<file path="src/nga_pkg.sv">
package nga_pkg;

	// Kinds of word passed from the front to the back.
	typedef enum logic [1:0] {
		TK_START,
		TK_CHAR,
		TK_COMMIT,
		TK_EMIT
	} tok_kind_t;

	typedef struct packed {
		tok_kind_t   kind;
		logic [7:0]  data;
		logic [3:0]  field;
		logic [3:0]  cif;
	} token_t;

	// Field numbers inside a GGA sentence.
	localparam logic [3:0] FLD_TIME = 4'd1;
	localparam logic [3:0] FLD_LAT  = 4'd2;
	localparam logic [3:0] FLD_NS   = 4'd3;
	localparam logic [3:0] FLD_LON  = 4'd4;
	localparam logic [3:0] FLD_EW   = 4'd5;
	localparam logic [3:0] FLD_SATS = 4'd7;
	localparam logic [3:0] FLD_ALT  = 4'd9;
	localparam logic [3:0] FLD_UNIT = 4'd10;
	localparam logic [3:0] FLD_MAX  = 4'd15;

	localparam logic [7:0] CH_DOLLAR = 8'h24;
	localparam logic [7:0] CH_COMMA  = 8'h2C;
	localparam logic [7:0] CH_MINUS  = 8'h2D;
	localparam logic [7:0] CH_POINT  = 8'h2E;
	localparam logic [7:0] CH_ZERO   = 8'h30;
	localparam logic [7:0] CH_NINE   = 8'h39;
	localparam logic [7:0] CH_CR     = 8'h0D;
	localparam logic [7:0] CH_LF     = 8'h0A;
	localparam logic [7:0] CH_SPACE  = 8'h20;
	localparam logic [7:0] UNIT_OFS  = 8'h20;

	localparam logic [29:0] COORD_MAX = 30'd999999999;
	localparam logic [24:0] ALT_MAX   = 25'd9999999;
	localparam logic [31:0] ACC_STUCK = 32'hFFFF_FFFF;
	localparam logic [2:0]  COORD_OUT = 3'd4;
	localparam logic [2:0]  ALT_OUT   = 3'd1;

	// Expected header character at a match position.
	function automatic logic [7:0] hdr_char(input logic [2:0] pos);
		logic [7:0] c;
		case (pos)
			3'd1: c = 8'h47;
			3'd2: c = 8'h50;
			3'd3: c = 8'h47;
			3'd4: c = 8'h47;
			3'd5: c = 8'h41;
			default: c = 8'h00;
		endcase
		return c;
	endfunction

	// Powers of ten used to scale a value up by up to four digits.
	function automatic logic [13:0] pow10(input logic [2:0] k);
		logic [13:0] p;
		case (k)
			3'd0: p = 14'd1;
			3'd1: p = 14'd10;
			3'd2: p = 14'd100;
			3'd3: p = 14'd1000;
			3'd4: p = 14'd10000;
			default: p = 14'd1;
		endcase
		return p;
	endfunction

	// Exact quotient by ten for any 32-bit value, by reciprocal.
	function automatic logic [31:0] div10(input logic [31:0] x);
		logic [63:0] p;
		p = {32'd0, x} * 64'h0000_0000_CCCC_CCCD;
		return {3'd0, p[63:35]};
	endfunction

	// Exact quotient by one hundred for any 32-bit value, by reciprocal.
	function automatic logic [31:0] div100(input logic [31:0] x);
		logic [63:0] p;
		p = {32'd0, x} * 64'h0000_0000_51EB_851F;
		return {5'd0, p[63:37]};
	endfunction

endpackage

</file>
<file path="src/nga_byte_if.sv">
interface nga_byte_if;
	logic       valid;
	logic       ready;
	logic [7:0] rx_byte;

	modport source (output valid, output rx_byte, input ready);
	modport sink (input valid, input rx_byte, output ready);
endinterface

</file>
<file path="src/nga_fix_if.sv">
interface nga_fix_if;
	logic        valid;
	logic        ready;
	logic [6:0]  utc_hour;
	logic [6:0]  utc_minute;
	logic [6:0]  utc_second;
	logic [29:0] latitude_scaled;
	logic [7:0]  lat_hemisphere;
	logic [29:0] longitude_scaled;
	logic [7:0]  lon_hemisphere;
	logic [7:0]  satellite_count;
	logic signed [24:0] altitude_tenths;
	logic [7:0]  altitude_unit;

	modport source (output valid, output utc_hour, output utc_minute, output utc_second,
		output latitude_scaled, output lat_hemisphere, output longitude_scaled,
		output lon_hemisphere, output satellite_count, output altitude_tenths,
		output altitude_unit, input ready);
	modport sink (input valid, input utc_hour, input utc_minute, input utc_second,
		input latitude_scaled, input lat_hemisphere, input longitude_scaled,
		input lon_hemisphere, input satellite_count, input altitude_tenths,
		input altitude_unit, output ready);
endinterface

</file>
<file path="src/nga_front.sv">
module nga_front (
	input  logic            clk,
	input  logic            arst_n,
	nga_byte_if.sink        rx,
	input  logic            tok_full,
	output logic            tok_push,
	output nga_pkg::token_t tok
);

	logic [2:0] hdr_q, hdr_d;
	logic       gga_q, gga_d;
	logic [3:0] field_q, field_d;
	logic [3:0] cif_q, cif_d;
	logic       acc;
	logic [7:0] b;

	assign rx.ready = !tok_full;
	assign acc = rx.valid && rx.ready;
	assign b = rx.rx_byte;

	// Sentence tracking and word generation for each accepted byte.
	always_comb begin
		hdr_d = hdr_q;
		gga_d = gga_q;
		field_d = field_q;
		cif_d = cif_q;
		tok_push = 1'b0;
		tok.kind = nga_pkg::TK_CHAR;
		tok.data = b;
		tok.field = field_q;
		tok.cif = cif_q;
		if (acc) begin
			if (b == nga_pkg::CH_DOLLAR) begin
				hdr_d = 3'd1;
				gga_d = 1'b0;
				field_d = 4'd0;
				cif_d = 4'd0;
			end else if (b == nga_pkg::CH_CR || b == nga_pkg::CH_LF) begin
				tok_push = gga_q;
				tok.kind = nga_pkg::TK_EMIT;
				hdr_d = 3'd0;
				gga_d = 1'b0;
				field_d = 4'd0;
				cif_d = 4'd0;
			end else if (gga_q) begin
				tok_push = 1'b1;
				if (b == nga_pkg::CH_COMMA) begin
					tok.kind = nga_pkg::TK_COMMIT;
					if (field_q != nga_pkg::FLD_MAX)
						field_d = field_q + 4'd1;
					cif_d = 4'd0;
				end else begin
					if (cif_q != 4'd15)
						cif_d = cif_q + 4'd1;
				end
			end else if (hdr_q >= 3'd1 && hdr_q <= 3'd5) begin
				hdr_d = (b == nga_pkg::hdr_char(hdr_q)) ? hdr_q + 3'd1 : 3'd0;
			end else if (hdr_q == 3'd6 && b == nga_pkg::CH_COMMA) begin
				tok_push = 1'b1;
				tok.kind = nga_pkg::TK_START;
				gga_d = 1'b1;
				field_d = nga_pkg::FLD_TIME;
				hdr_d = 3'd0;
				cif_d = 4'd0;
			end else begin
				hdr_d = 3'd0;
			end
		end
	end

	// Front state registers.
	always_ff @(posedge clk or negedge arst_n) begin
		if (!arst_n) begin
			hdr_q <= 3'd0;
			gga_q <= 1'b0;
			field_q <= 4'd0;
			cif_q <= 4'd0;
		end else begin
			hdr_q <= hdr_d;
			gga_q <= gga_d;
			field_q <= field_d;
			cif_q <= cif_d;
		end
	end

endmodule

</file>
<file path="src/nga_fifo.sv">
module nga_fifo #(
	parameter int DEPTH = 4
) (
	input  logic            clk,
	input  logic            arst_n,
	input  logic            push,
	input  nga_pkg::token_t wdata,
	output logic            full,
	input  logic            pop,
	output logic            valid,
	output nga_pkg::token_t rdata
);

	localparam int AW = (DEPTH > 1) ? $clog2(DEPTH) : 1;
	localparam int CW = $clog2(DEPTH + 1);
	localparam logic [AW-1:0] LAST = AW'(DEPTH - 1);
	localparam logic [CW-1:0] FULLCNT = CW'(DEPTH);

	nga_pkg::token_t mem_q [DEPTH];
	logic [AW-1:0] wptr_q, rptr_q;
	logic [CW-1:0] cnt_q;
	logic do_push, do_pop;

	assign full = (cnt_q == FULLCNT);
	assign valid = (cnt_q != '0);
	assign rdata = mem_q[rptr_q];
	assign do_push = push && !full;
	assign do_pop = pop && valid;

	// Storage; entries hold no reset value.
	always_ff @(posedge clk) begin
		if (do_push)
			mem_q[wptr_q] <= wdata;
	end

	// Pointers and fill count.
	always_ff @(posedge clk or negedge arst_n) begin
		if (!arst_n) begin
			wptr_q <= '0;
			rptr_q <= '0;
			cnt_q <= '0;
		end else begin
			if (do_push)
				wptr_q <= (wptr_q == LAST) ? '0 : wptr_q + AW'(1);
			if (do_pop)
				rptr_q <= (rptr_q == LAST) ? '0 : rptr_q + AW'(1);
			if (do_push && !do_pop)
				cnt_q <= cnt_q + CW'(1);
			else if (do_pop && !do_push)
				cnt_q <= cnt_q - CW'(1);
		end
	end

	a_no_overrun: assert property (@(posedge clk) disable iff (!arst_n) !(push && full))
		else $error("word pushed into a full queue");
	a_no_underrun: assert property (@(posedge clk) disable iff (!arst_n) !(pop && !valid))
		else $error("word popped from an empty queue");
	a_cnt_bound: assert property (@(posedge clk) disable iff (!arst_n) cnt_q <= FULLCNT)
		else $error("queue count beyond its depth");

endmodule

</file>
<file path="src/nga_back.sv">
module nga_back #(
	parameter int COORD_FRAC_DIGITS = 4,
	parameter int ALT_FRAC_DIGITS = 1
) (
	input  logic            clk,
	input  logic            arst_n,
	input  logic            tok_valid,
	input  nga_pkg::token_t tok,
	output logic            tok_pop,
	nga_fix_if.source       fix
);

	localparam logic [2:0] COORD_LIM = 3'(COORD_FRAC_DIGITS);
	localparam logic [2:0] ALT_LIM = 3'(ALT_FRAC_DIGITS);

	logic adv;

	// Field accumulator state.
	logic [31:0] acc_q;
	logic [2:0]  frac_q;
	logic        point_q, neg_q;

	// Stage one: snapshot of the word and of the accumulator.
	logic                v_s1;
	nga_pkg::tok_kind_t  kind_s1;
	logic [7:0]          data_s1;
	logic [3:0]          field_s1, cif_s1;
	logic [31:0]         acc_s1;
	logic [2:0]          frac_s1;
	logic                neg_s1;

	// Stage two: scaled magnitude.
	logic                v_s2;
	nga_pkg::tok_kind_t  kind_s2;
	logic [7:0]          data_s2;
	logic [3:0]          field_s2, cif_s2;
	logic [45:0]         mag_s2;
	logic                stuck_s2, neg_s2;

	// Stored values.
	logic [3:0]  tdig_q [6];
	logic [29:0] lat_q, lon_q;
	logic [7:0]  ns_q, ew_q, unit_q, sats_q;
	logic [24:0] alt_q;

	logic [3:0]  tdig_d [6];
	logic [29:0] lat_d, lon_d;
	logic [7:0]  ns_d, ew_d, unit_d, sats_d;
	logic [24:0] alt_d;

	logic out_v_q;

	assign adv = !out_v_q || fix.ready;
	assign tok_pop = adv && tok_valid;

	// Digit accumulation with sticky saturation.
	logic        is_num, is_digit, take_digit;
	logic [2:0]  lim;
	logic [3:0]  dval;
	logic [35:0] prod10;
	logic [31:0] acc_d;
	logic [2:0]  frac_d;
	logic        point_d, neg_d;

	always_comb begin
		is_num = (tok.field == nga_pkg::FLD_LAT) || (tok.field == nga_pkg::FLD_LON) ||
			(tok.field == nga_pkg::FLD_SATS) || (tok.field == nga_pkg::FLD_ALT);
		if (tok.field == nga_pkg::FLD_LAT || tok.field == nga_pkg::FLD_LON)
			lim = COORD_LIM;
		else if (tok.field == nga_pkg::FLD_ALT)
			lim = ALT_LIM;
		else
			lim = 3'd0;
		is_digit = (tok.data >= nga_pkg::CH_ZERO) && (tok.data <= nga_pkg::CH_NINE);
		dval = tok.data[3:0];
		take_digit = is_digit && !(point_q && frac_q >= lim);
		prod10 = ({4'd0, acc_q} << 3) + ({4'd0, acc_q} << 1) + {32'd0, dval};
		acc_d = acc_q;
		frac_d = frac_q;
		point_d = point_q;
		neg_d = neg_q;
		case (tok.kind)
			nga_pkg::TK_CHAR: begin
				if (is_num) begin
					if (tok.data == nga_pkg::CH_MINUS && tok.cif == 4'd0) begin
						neg_d = 1'b1;
					end else if (tok.data == nga_pkg::CH_POINT) begin
						point_d = 1'b1;
					end else if (take_digit) begin
						if (acc_q == nga_pkg::ACC_STUCK || prod10[35:32] != 4'd0)
							acc_d = nga_pkg::ACC_STUCK;
						else
							acc_d = prod10[31:0];
						if (point_q)
							frac_d = frac_q + 3'd1;
					end
				end
			end
			default: begin
				acc_d = '0;
				frac_d = '0;
				point_d = 1'b0;
				neg_d = 1'b0;
			end
		endcase
	end

	always_ff @(posedge clk or negedge arst_n) begin
		if (!arst_n) begin
			acc_q <= '0;
			frac_q <= '0;
			point_q <= 1'b0;
			neg_q <= 1'b0;
		end else if (tok_pop) begin
			acc_q <= acc_d;
			frac_q <= frac_d;
			point_q <= point_d;
			neg_q <= neg_d;
		end
	end

	// Stage one register.
	always_ff @(posedge clk or negedge arst_n) begin
		if (!arst_n) begin
			v_s1 <= 1'b0;
		end else if (adv) begin
			v_s1 <= tok_valid;
		end
	end

	always_ff @(posedge clk) begin
		if (adv) begin
			kind_s1 <= tok.kind;
			data_s1 <= tok.data;
			field_s1 <= tok.field;
			cif_s1 <= tok.cif;
			acc_s1 <= acc_q;
			frac_s1 <= frac_q;
			neg_s1 <= neg_q;
		end
	end

	// Rescale to the output fraction width.
	logic [2:0]  tgt;
	logic [45:0] mag_d;

	always_comb begin
		tgt = (field_s1 == nga_pkg::FLD_ALT) ? nga_pkg::ALT_OUT : nga_pkg::COORD_OUT;
		if (field_s1 == nga_pkg::FLD_SATS)
			mag_d = {14'd0, acc_s1};
		else if (frac_s1 <= tgt)
			mag_d = {14'd0, acc_s1} * {32'd0, nga_pkg::pow10(tgt - frac_s1)};
		else if (frac_s1 - tgt == 3'd1)
			mag_d = {14'd0, nga_pkg::div10(acc_s1)};
		else
			mag_d = {14'd0, nga_pkg::div100(acc_s1)};
	end

	always_ff @(posedge clk or negedge arst_n) begin
		if (!arst_n) begin
			v_s2 <= 1'b0;
		end else if (adv) begin
			v_s2 <= v_s1;
		end
	end

	always_ff @(posedge clk) begin
		if (adv) begin
			kind_s2 <= kind_s1;
			data_s2 <= data_s1;
			field_s2 <= field_s1;
			cif_s2 <= cif_s1;
			mag_s2 <= mag_d;
			stuck_s2 <= (acc_s1 == nga_pkg::ACC_STUCK);
			neg_s2 <= neg_s1;
		end
	end

	// Saturate and update the stored values.
	logic [29:0] coord_v;
	logic [24:0] alt_mag;
	logic        commit;

	always_comb begin
		if (neg_s2)
			coord_v = '0;
		else if (stuck_s2 || mag_s2 > {16'd0, nga_pkg::COORD_MAX})
			coord_v = nga_pkg::COORD_MAX;
		else
			coord_v = mag_s2[29:0];
		if (stuck_s2 || mag_s2 > {21'd0, nga_pkg::ALT_MAX})
			alt_mag = nga_pkg::ALT_MAX;
		else
			alt_mag = mag_s2[24:0];
		commit = (kind_s2 == nga_pkg::TK_COMMIT || kind_s2 == nga_pkg::TK_EMIT) &&
			cif_s2 != 4'd0;
		tdig_d = tdig_q;
		lat_d = lat_q;
		lon_d = lon_q;
		ns_d = ns_q;
		ew_d = ew_q;
		unit_d = unit_q;
		sats_d = sats_q;
		alt_d = alt_q;
		if (kind_s2 == nga_pkg::TK_CHAR) begin
			if (field_s2 == nga_pkg::FLD_TIME) begin
				if (cif_s2 == 4'd0)
					for (int i = 0; i < 6; i++) tdig_d[i] = 4'd0;
				if (cif_s2 < 4'd6)
					tdig_d[cif_s2[2:0]] = (data_s2 >= nga_pkg::CH_ZERO &&
						data_s2 <= nga_pkg::CH_NINE) ? data_s2[3:0] : 4'd0;
			end else if (cif_s2 == 4'd0 && field_s2 == nga_pkg::FLD_NS) begin
				ns_d = data_s2;
			end else if (cif_s2 == 4'd0 && field_s2 == nga_pkg::FLD_EW) begin
				ew_d = data_s2;
			end else if (cif_s2 == 4'd0 && field_s2 == nga_pkg::FLD_UNIT) begin
				unit_d = data_s2 + nga_pkg::UNIT_OFS;
			end
		end else if (commit) begin
			case (field_s2)
				nga_pkg::FLD_LAT: lat_d = coord_v;
				nga_pkg::FLD_LON: lon_d = coord_v;
				nga_pkg::FLD_SATS: begin
					if (neg_s2)
						sats_d = 8'd0;
					else if (mag_s2 > 46'd255)
						sats_d = 8'd255;
					else
						sats_d = mag_s2[7:0];
				end
				nga_pkg::FLD_ALT: alt_d = neg_s2 ? 25'd0 - alt_mag : alt_mag;
				default: ;
			endcase
		end
	end

	always_ff @(posedge clk or negedge arst_n) begin
		if (!arst_n) begin
			for (int i = 0; i < 6; i++) tdig_q[i] <= 4'd0;
			lat_q <= '0;
			lon_q <= '0;
			ns_q <= nga_pkg::CH_SPACE;
			ew_q <= nga_pkg::CH_SPACE;
			unit_q <= nga_pkg::CH_SPACE;
			sats_q <= '0;
			alt_q <= '0;
		end else if (adv && v_s2) begin
			tdig_q <= tdig_d;
			lat_q <= lat_d;
			lon_q <= lon_d;
			ns_q <= ns_d;
			ew_q <= ew_d;
			unit_q <= unit_d;
			sats_q <= sats_d;
			alt_q <= alt_d;
		end
	end

	// Output register.
	logic emit;
	assign emit = adv && v_s2 && kind_s2 == nga_pkg::TK_EMIT;

	always_ff @(posedge clk or negedge arst_n) begin
		if (!arst_n) begin
			out_v_q <= 1'b0;
		end else if (emit) begin
			out_v_q <= 1'b1;
		end else if (fix.ready) begin
			out_v_q <= 1'b0;
		end
	end

	always_ff @(posedge clk) begin
		if (emit) begin
			fix.utc_hour <= 7'(tdig_d[0]) * 7'd10 + 7'(tdig_d[1]);
			fix.utc_minute <= 7'(tdig_d[2]) * 7'd10 + 7'(tdig_d[3]);
			fix.utc_second <= 7'(tdig_d[4]) * 7'd10 + 7'(tdig_d[5]);
			fix.latitude_scaled <= lat_d;
			fix.lat_hemisphere <= ns_d;
			fix.longitude_scaled <= lon_d;
			fix.lon_hemisphere <= ew_d;
			fix.satellite_count <= sats_d;
			fix.altitude_tenths <= alt_d;
			fix.altitude_unit <= unit_d;
		end
	end

	assign fix.valid = out_v_q;

endmodule

</file>
<file path="src/nmea_gga_field_parser.sv">
// NMEA GGA field parser.
// The rx channel takes one character of the serial stream per word. A
// sentence that begins with "$GPGGA," is parsed field by field; when the CR
// or LF that ends it arrives, one word on the fix channel carries the time
// digits, latitude and longitude (units of 1e-6 after division by 100),
// hemisphere letters, satellite count, altitude in tenths and the unit
// letter. Other sentences produce nothing.
// Throughput is one character per cycle while the queue is not full. After
// its line-end character is taken, a result passes through the word queue,
// the stage-one snapshot register, the rescaling multiplier into the
// stage-two register and saturation into the output register.
// When the fix receiver stalls, the back pipeline holds, the queue fills and
// rx.ready falls once the queue is full; nothing is dropped.
// Reset clears the sentence tracking, the accumulator, all stored numbers
// to zero and the three stored letters to the space character.
module nmea_gga_field_parser #(
	parameter int COORD_FRAC_DIGITS = 4,
	parameter int ALT_FRAC_DIGITS = 1,
	parameter int QUEUE_DEPTH = 4
) (
	input  logic      clk,
	input  logic      arst_n,
	nga_byte_if.sink  rx,
	nga_fix_if.source fix
);

	logic            tok_push, tok_full, tok_valid, tok_pop;
	nga_pkg::token_t tok_in, tok_out;

	nga_front u_front (
		.clk      (clk),
		.arst_n   (arst_n),
		.rx       (rx),
		.tok_full (tok_full),
		.tok_push (tok_push),
		.tok      (tok_in)
	);

	nga_fifo #(.DEPTH(QUEUE_DEPTH)) u_fifo (
		.clk    (clk),
		.arst_n (arst_n),
		.push   (tok_push),
		.wdata  (tok_in),
		.full   (tok_full),
		.pop    (tok_pop),
		.valid  (tok_valid),
		.rdata  (tok_out)
	);

	nga_back #(
		.COORD_FRAC_DIGITS (COORD_FRAC_DIGITS),
		.ALT_FRAC_DIGITS   (ALT_FRAC_DIGITS)
	) u_back (
		.clk       (clk),
		.arst_n    (arst_n),
		.tok_valid (tok_valid),
		.tok       (tok_out),
		.tok_pop   (tok_pop),
		.fix       (fix)
	);

endmodule
</file>
<file path="src/flat_wrapper.sv">
// flat-port wrapper written by rule: the top's interface ports become plain ports
module nmea_gga_field_parser_flat 
#(
	parameter int COORD_FRAC_DIGITS = 4,
	parameter int ALT_FRAC_DIGITS = 1,
	parameter int QUEUE_DEPTH = 4
)
  (clk, arst_n, rx_valid, rx_rx_byte, rx_ready, fix_valid, fix_utc_hour, fix_utc_minute, fix_utc_second, fix_latitude_scaled, fix_lat_hemisphere, fix_longitude_scaled, fix_lon_hemisphere, fix_satellite_count, fix_altitude_tenths, fix_altitude_unit, fix_ready);
  nga_byte_if rx_i ();
  nga_fix_if fix_i ();
  input  logic clk;
  input  logic arst_n;
  input wire logic [$bits(rx_i.valid)-1:0] rx_valid;
  input wire logic [$bits(rx_i.rx_byte)-1:0] rx_rx_byte;
  output wire logic [$bits(rx_i.ready)-1:0] rx_ready;
  output wire logic [$bits(fix_i.valid)-1:0] fix_valid;
  output wire logic [$bits(fix_i.utc_hour)-1:0] fix_utc_hour;
  output wire logic [$bits(fix_i.utc_minute)-1:0] fix_utc_minute;
  output wire logic [$bits(fix_i.utc_second)-1:0] fix_utc_second;
  output wire logic [$bits(fix_i.latitude_scaled)-1:0] fix_latitude_scaled;
  output wire logic [$bits(fix_i.lat_hemisphere)-1:0] fix_lat_hemisphere;
  output wire logic [$bits(fix_i.longitude_scaled)-1:0] fix_longitude_scaled;
  output wire logic [$bits(fix_i.lon_hemisphere)-1:0] fix_lon_hemisphere;
  output wire logic [$bits(fix_i.satellite_count)-1:0] fix_satellite_count;
  output wire logic [$bits(fix_i.altitude_tenths)-1:0] fix_altitude_tenths;
  output wire logic [$bits(fix_i.altitude_unit)-1:0] fix_altitude_unit;
  input wire logic [$bits(fix_i.ready)-1:0] fix_ready;
  assign rx_i.valid = rx_valid;
  assign rx_i.rx_byte = rx_rx_byte;
  assign rx_ready = rx_i.ready;
  assign fix_valid = fix_i.valid;
  assign fix_utc_hour = fix_i.utc_hour;
  assign fix_utc_minute = fix_i.utc_minute;
  assign fix_utc_second = fix_i.utc_second;
  assign fix_latitude_scaled = fix_i.latitude_scaled;
  assign fix_lat_hemisphere = fix_i.lat_hemisphere;
  assign fix_longitude_scaled = fix_i.longitude_scaled;
  assign fix_lon_hemisphere = fix_i.lon_hemisphere;
  assign fix_satellite_count = fix_i.satellite_count;
  assign fix_altitude_tenths = fix_i.altitude_tenths;
  assign fix_altitude_unit = fix_i.altitude_unit;
  assign fix_i.ready = fix_ready;
  nmea_gga_field_parser #(.COORD_FRAC_DIGITS(COORD_FRAC_DIGITS), .ALT_FRAC_DIGITS(ALT_FRAC_DIGITS), .QUEUE_DEPTH(QUEUE_DEPTH)) u_core (.clk(clk), .arst_n(arst_n), .rx(rx_i), .fix(fix_i));
endmodule
</file>
<file path="config.mk">
export PLATFORM = sky130hd
export DESIGN_NAME = nmea_gga_field_parser_flat
export DESIGN_NICKNAME = d
export VERILOG_FILES = /design/src/nga_pkg.sv /design/src/nga_byte_if.sv /design/src/nga_fix_if.sv /design/src/nga_front.sv /design/src/nga_fifo.sv /design/src/nga_back.sv /design/src/nmea_gga_field_parser.sv /design/src/flat_wrapper.sv
export SDC_FILE = /design/constraint.sdc
export NUM_CORES = 2
export LEC_CHECK = 0
export BUFFER_PORTS_ARGS = -buffer_cell sky130_fd_sc_hd__buf_2
export CAP_MARGIN = 10
export CORE_UTILIZATION = 25
export DETAILED_ROUTE_END_ITERATION = 16
export PLACE_DENSITY = 0.38
export REMOVE_ABC_BUFFERS = 1
export SYNTH_ARGS = -nofsm -noshare
export SYNTH_HDL_FRONTEND = slang
export SYNTH_HIERARCHICAL = 1
export SYNTH_SLANG_ARGS = --single-unit
</file>
<file path="constraint.sdc">
create_clock -name clk -period 14.22 [get_ports clk]
set_input_delay 0.711 -clock clk [delete_from_list [all_inputs] [get_ports clk]]
set_output_delay 0.711 -clock clk [all_outputs]
set_load 0.005 [all_outputs]
</file>
== Yosys cells after proc, flatten, opt, wreduce, memory -nomap -nowiden ==
Memories as Yosys holds them, arrays and structs flattened.
Index checks and enable logic that the tools add are counted.

* $lt $le $gt $ge: 14
* Eq/ne operators: 55
* Reductions and logical operators: 50
* Multiplexer cells: 116
* Multiply operators: 6
* Bitwise operators: 1
* Add/subtract/negate cells: 17

{| class="wikitable"
|+ Operators with widths
! operator !! number
|-
| $mux W30 || 8
|-
| $mux W32 || 7
|-
| $mux W8 || 22
|-
| $mux W24 || 6
|-
| $mux W25 || 5
|-
| $eq A32 B32 Y1 const B || 2
|-
| $mul A32 B32 Y64 const B || 1
|-
| $mux W4 || 16
|-
| $mul A32 B31 Y63 const B || 1
|-
| $pmux W14 S4 || 1
|-
| $gt A46 B24 Y1 const B || 1
|-
| $gt A46 B30 Y1 const B || 1
|-
| $gt A46 B8 Y1 const B || 1
|-
| $mul A32 B14 Y46 || 1
|-
| $mux W46 || 1
|-
| $mux W3 || 15
|-
| $add A35 B33 Y36 || 1
|-
| $add A36 B4 Y36 || 1
|-
| $eq A8 B6 Y1 const B || 4
|-
| $mux W29 || 1
|-
| $mux W14 || 2
|-
| $sub A1 B25 Y25 const A || 1
|-
| $bwmux W24 || 1
|-
| $eq A4 B3 Y1 const B || 6
|-
| other kinds (50) || 153
|}

* Register bits after elaboration: 458
* Output and inout bits: 140
* Input bits: 12
* Memories kept: 1
* Logic and storage cells: 312
* Memory bits (writable): 72

{| class="wikitable"
|+ Memory list
! memory !! words !! bits a word !! read ports !! clocked after memory_dff !! wr ports !! line !! RTL
|-
| u_core.u_fifo.mem_q || 4 || 18 || 1 || 0 || 1 || nga_fifo.sv:19 || <nowiki>nga_pkg::token_t mem_q [DEPTH];</nowiki>
|}

== Longest topological paths before layout ==
* Depth after elaboration: 14
* Gate-level depth with buffers: 35
* Gate-level depth less buffers: 31

== Modules after synthesis ==
Netlist, hierarchy kept.

{| class="wikitable"
|+ Modules (own cells, without submodules)
! module !! instances !! cells an instance !! area an instance (sq um) !! seq. area each (sq um)
|-
| nga_back || 1 || 6596 || 65989.5 || 12280.5
|-
| nga_fifo || 1 || 131 || 3049.2 || 2337.2
|-
| nga_front || 1 || 126 || 1109.8 || 300.3
|}

== Least setup slack after synthesis ==
OpenSTA, ideal clock, no wires.

* Path type: input-to-reg
* Start point: input fix_ready
* End point: register u_core.u_back.fix.altitude_tenths[0], enable pin
* Stages on the path: 5
* Arrival: 10.740 ns
* Setup time: 0.639 ns
* Slack: 2.841 ns
* Path through: nand2b_1 clkbuf_1 nand2_1 clkbuf_1 nor2_1

* Cells in the longest elaborated chain, start to end: 3

{| class="wikitable"
|+ RTL lines
! what !! line !! RTL
|-
| from (decl) || flat_wrapper.sv:27 || <nowiki>input wire logic [$bits(fix_i.ready)-1:0] fix_ready;</nowiki>
|-
| $logic_or A1 B1 Y1 || nga_back.sv:53 || <nowiki>assign adv = !out_v_q || fix.ready;</nowiki>
|-
| $logic_and A1 B1 Y1 (2 in a row) || nga_back.sv:261 || <nowiki>assign emit = adv && v_s2 && kind_s2 == nga_pkg::TK_EMIT;</nowiki>
|-
| net u_core.u_back.emit || nga_back.sv:260 || <nowiki>logic emit;</nowiki>
|-
| to (signal assigned) || nga_back.sv:283 || <nowiki>fix.altitude_tenths <= alt_d;</nowiki>
|-
| to (decl) || nga_fix_if.sv:17 || <nowiki>output lon_hemisphere, output satellite_count, output altitude_tenths,</nowiki>
|}

The timed path passes the listed nets, and every way through them passes these cells.
A chain may end at the register's enable or synchronous reset.

== Worst setup path after layout ==
* Start point: register u_core.u_back.field_s1[1]
* End point: register u_core.u_back.mag_s2[39], data pin

* Cells in the longest elaborated chain, start to end: 9

{| class="wikitable"
|+ RTL lines
! what !! line !! RTL
|-
| from (decl) || nga_back.sv:27 || <nowiki>logic [3:0] field_s1, cif_s1;</nowiki>
|-
| from (signal assigned) || nga_back.sv:135 || <nowiki>field_s1 <= tok.field;</nowiki>
|-
| $eq A4 B4 Y1 || nga_back.sv:148 || <nowiki>tgt = (field_s1 == nga_pkg::FLD_ALT) ? nga_pkg::ALT_OUT : nga_pkg::COORD_OUT;</nowiki>
|-
| $mux W3 || nga_back.sv:148 ||
|-
| $sub A3 B3 Y3 || nga_back.sv:152 || <nowiki>mag_d = {14'd0, acc_s1} * {32'd0, nga_pkg::pow10(tgt - frac_s1)};</nowiki>
|-
| $eq A3 B3 Y1, or another cell as far along || nga_pkg.sv:63 || <nowiki>case (k)</nowiki>
|-
| $pmux W14 S4 || nga_pkg.sv:63 ||
|-
| $mux W14 || nga_back.sv:151 || <nowiki>else if (frac_s1 <= tgt)</nowiki>
|-
| $mux W14 || nga_back.sv:149 || <nowiki>if (field_s1 == nga_pkg::FLD_SATS)</nowiki>
|-
| $mul A32 B14 Y46 || nga_back.sv:152 ||
|-
| $mux W46 || nga_back.sv:151 ||
|-
| to (signal assigned) || nga_back.sv:173 || <nowiki>mag_s2 <= mag_d;</nowiki>
|-
| to (decl) || nga_back.sv:37 || <nowiki>logic [45:0] mag_s2;</nowiki>
|}

Several ways; a longest one is shown, not always the timed one. The select of a mux whose other input is x is not followed.

==> run_results.csv <==
group,metric,value,unit
floorplanning,rows,194,
placement,buffer_ports.inserted,151,
clock_tree,post_cts.repair.setup_buffers,0,
setup_path,criticalPathCategory,"flop to flop",
finish,regArea,14900,µm²
synthesis,post_synth_main_area_contributors,"sky130_fd_sc_hd__fa_1 (32%), sky130_fd_sc_hd__ha_1 (17%), sky130_fd_sc_hd__edfxtp_1 (14%), sky130_fd_sc_hd__inv_1 (8.2%), sky130_fd_sc_hd__dfrtp_1 (7.0%)",
setup_path,crit_path_end_kind,"flop",
floorplanning,die_area,283000,µm²
synthesis,synth_async_sr_flop_share,37.7,%
finish,filler_cell_count_in_the_final_layout,29500,
setup_path,slowest_delay,0.62,ns
detailed_routing,postRouteWirelength,258000,µm
power_and_ir_drop,power,3.51,mW
floorplanning,boundaryPins,152,
setup_path,critPathMaxFanout,43,
grt,wire_length_of_the_first_global_routing_pass,377000,µm
setup_path,crit_path_top_delay_cell,"sky130_fd_sc_hd__o21ai_1",
detailed_routing,route.detailed.drc,2,
timing,max_freq,102,MHz
placement,routabilityCongestion,0.908,
setup_path,worstSetupStartpointType,"flop",
clock_tree,sinks_on_the_clock_net,530,
setup_path,cp_num_buf_inv,6,
synthesis,synth.ff_latch_count,530,
clock_tree,cts.reportedPaths.clkPinSlew,0.06,ns
synthesis,synthFlopType,"sky130_fd_sc_hd__edfxtp_1",
floorplanning,coreArea,279000,µm²
synthesis,post-synth-top-count-cell,"sky130_fd_sc_hd__inv_1",
setup_path,worst_reg2reg_path_length_in_cells,28,
grt,antenna_found_initial,18,
outcome,violations,"DRC",
detailed_routing,ant_nets,0,
timing,fin_setup_tns,0,ns
grt,gr-usage-all-layers,18.3,%
detailed_routing,detail_route.first_pass.iterations,11,
grt,first_global_vias,52700,
detailed_routing,routed_wire_length_per_instance,23.9,µm
detailed_routing,via_count,49700,
placement,dp_hpwl,216000,µm
floorplanning,vert_die_dim,532,µm
outcome,run_status,"finished with violations",
setup_path,crit-reg2reg-capture,"u_core/u_back/mag_s2[39]",
hold_path,holdCritPathClass,"input pin to async pin",
placement,placed_cell_area,75700,µm²
timing,setup_viol,0,
setup_path,critPathTopFamily,"adder cells",
synthesis,yosys.area.top_type,"sky130_fd_sc_hd__fa_1",
detailed_routing,drt_first_iter_violations,3638,
timing,worst-slew-pin-transition,1.32,ns
timing,timing.final.crit_share,69.1,%
timing,finalMaxSlewViolations,0,
setup_path,reg2reg_slack,4.39,ns
detailed_routing,via_per_inst,4.61,
synthesis,synthesis.area,70100,µm²
clock_tree,cts_max_path_buffers,3,
clock_tree,later_pin_clock_latency_in_the_skew_report,0.72,ns
synthesis,synth.top_cell.area_share,31.6,%
timing,min_period,9.83,ns
setup_path,timing.critical_path.mode_cell,"sky130_fd_sc_hd__fa_1",
power_and_ir_drop,power.density,44.9,nW/µm²
timing,hold_viol_final,0,
clock_tree,cts_hold_buffers,0,
finish,area.growth.synth_to_final,11.3,%
synthesis,synth_cell_type_count,105,
job,maxCapViolCount,0,
clock_tree,cts_htree_levels,3,
clock_tree,cts_resized,0,
finish,final_cell_area,78100,µm²
clock_tree,tritoncts,"built",
setup_path,timing.critical_path.arrival,10.26,ns
clock_tree,clock-root-buffer,"sky130_fd_sc_hd__clkbuf_16",
floorplanning,initial_core_util,25.1,%
setup_path,crit-reg2reg-launch,"u_core/u_back/field_s1[1]",
clock_tree,cts_buffers,69,
timing,grt_setup_unrepaired,"no",
synthesis,synth_enable_flop_cells,330,
finish,finish.net_count,9046,
floorplanning,die-width,532,µm
power_and_ir_drop,cellLeakagePower,40.2,nW
synthesis,postSynthAreaPerCell,10.2,µm²
grt,grt_start_max_net_pins,89,
finish,multiInputGateArea,48800,µm²
synthesis,post_synth_most_frequent_cells,"sky130_fd_sc_hd__inv_1 (1537), sky130_fd_sc_hd__fa_1 (1107), sky130_fd_sc_hd__ha_1 (933), sky130_fd_sc_hd__nand2_1 (648), sky130_fd_sc_hd__o21ai_0 (344)",
synthesis,synth.yosys.warnings,6,
synthesis,netlist_instances,6853,
setup_path,crit_required,14.65,ns
power_and_ir_drop,power.ir.vdd_worst,79.4,µV
finish,proportion_of_layout_cells_with_a_drive_suffix_above_1,6.94,%
synthesis,post_synthesis_sequential_area_ratio,21.3,%
timing,slew-limit-headroom,11.7,%
timing,timing.clock.skew,0.0615,ns
finish,final_util,28.0,%
grt,globalRouteOverflowTotal,0,
==> area by class of cell <==
type,instances,area share (%)
repair buffers,252,1.96
well taps,3724,5.97
clock inverters,37,0.575
clock buffers,91,2.48
diodes,6,0.0192
multi-input cells,4604,62.5
flip-flops and latches,530,19.1
inverters,1537,7.39
==> report_power, final <==
| part | internal (mW) | total (mW) | switching, mW |
|---|---|---|---|
| registers | 1.63 | 1.63 | 0.00259 |
| clock network | 1.10 | 1.86 | 0.760 |
| logic | 0.00423 | 0.0227 | 0.0185 |
==> registers in the layout, summed over array words and instances, names as in the netlist, 24 cells and up <==
signal and flops:
u_core/u_back/lon_q 30, u_core/u_back/fix.latitude_scaled 30, u_core/u_back/lat_q 30, u_core/u_back/alt_q 25
u_core/u_back/mag_s2 46, u_core/u_fifo/mem_q 72, u_core/u_back/fix.longitude_scaled 30, u_core/u_back/acc_q 32
u_core/u_back/tdig_q 24, u_core/u_back/acc_s1 32, u_core/u_back/fix.altitude_tenths 25
==> worst max path at each step <==
stage                               from                                   end  slack [ns]  depth (start not counted)
2_1_floorplan                  fix_ready  u_core/u_back/fix.altitude_tenths[0]        1.91                          3
3_3_place_gp   u_core/u_back/field_s1[2]              u_core/u_back/mag_s2[42]        4.45                         30
3_5_place_dp   u_core/u_back/field_s1[1]              u_core/u_back/mag_s2[42]        4.47                         30
4_1_cts        u_core/u_back/field_s1[1]              u_core/u_back/mag_s2[42]        4.41                         30
5_1_grt        u_core/u_back/field_s1[1]              u_core/u_back/mag_s2[42]        3.88                         30
6_report       u_core/u_back/field_s1[1]              u_core/u_back/mag_s2[39]        4.39                         28
==> cell usage in the layout (no fill, tap or decap), drive strengths merged, types with 44 or more instances in the layout <==
cell type  instances
edfxtp           330
dfrtp            197
nand3             93
inv             1540
ha               933
nor3              62
nand4             59
xnor2             92
o21ai            371
fa              1107
nor2b             44
clkbuf            93
nand2            649
a21o             104
buf              250
nor2             187
mux2              58
xor2              47
a21oi            221
==> metrics by stage <==
step | setup WS (ns) | hold WS, ns | instances
after floorplan | 1.91 | 0.400 | 6671
after global placement | 4.45 | 0.403 | 10600
after detailed placement | 4.47 | 0.408 | 10600
after CTS | 4.41 | 0.0668 | 10800
after global routing | 3.88 | 0.115 | 10800
final | 4.39 | 0.0849 | 10800
==> logic make-up after synthesis <==
kind of cell / count (synthesis) / share of synthesized area (%)
XOR/XNOR: 139 / 1.74
buffers and inverters: 1719 / 9.27
flip-flops: 530 / 21.3
multiplexers: 89 / 1.71
adder cells (fa/ha/maj): 2040 / 48.2
AND/OR/NAND/NOR: 1324 / 8.83
AO/OA/AOI/OAI: 1012 / 8.95
==> per-layer routing <==
layer / global-route usage (%) / share of wire, %
met5: 0 / 0.022
met4: 4.50 / 2.7
met3: 2.56 / 5.1
met2: 29.1 / 45
met1: 26.0 / 47
(Power assumes the default switching activity.)
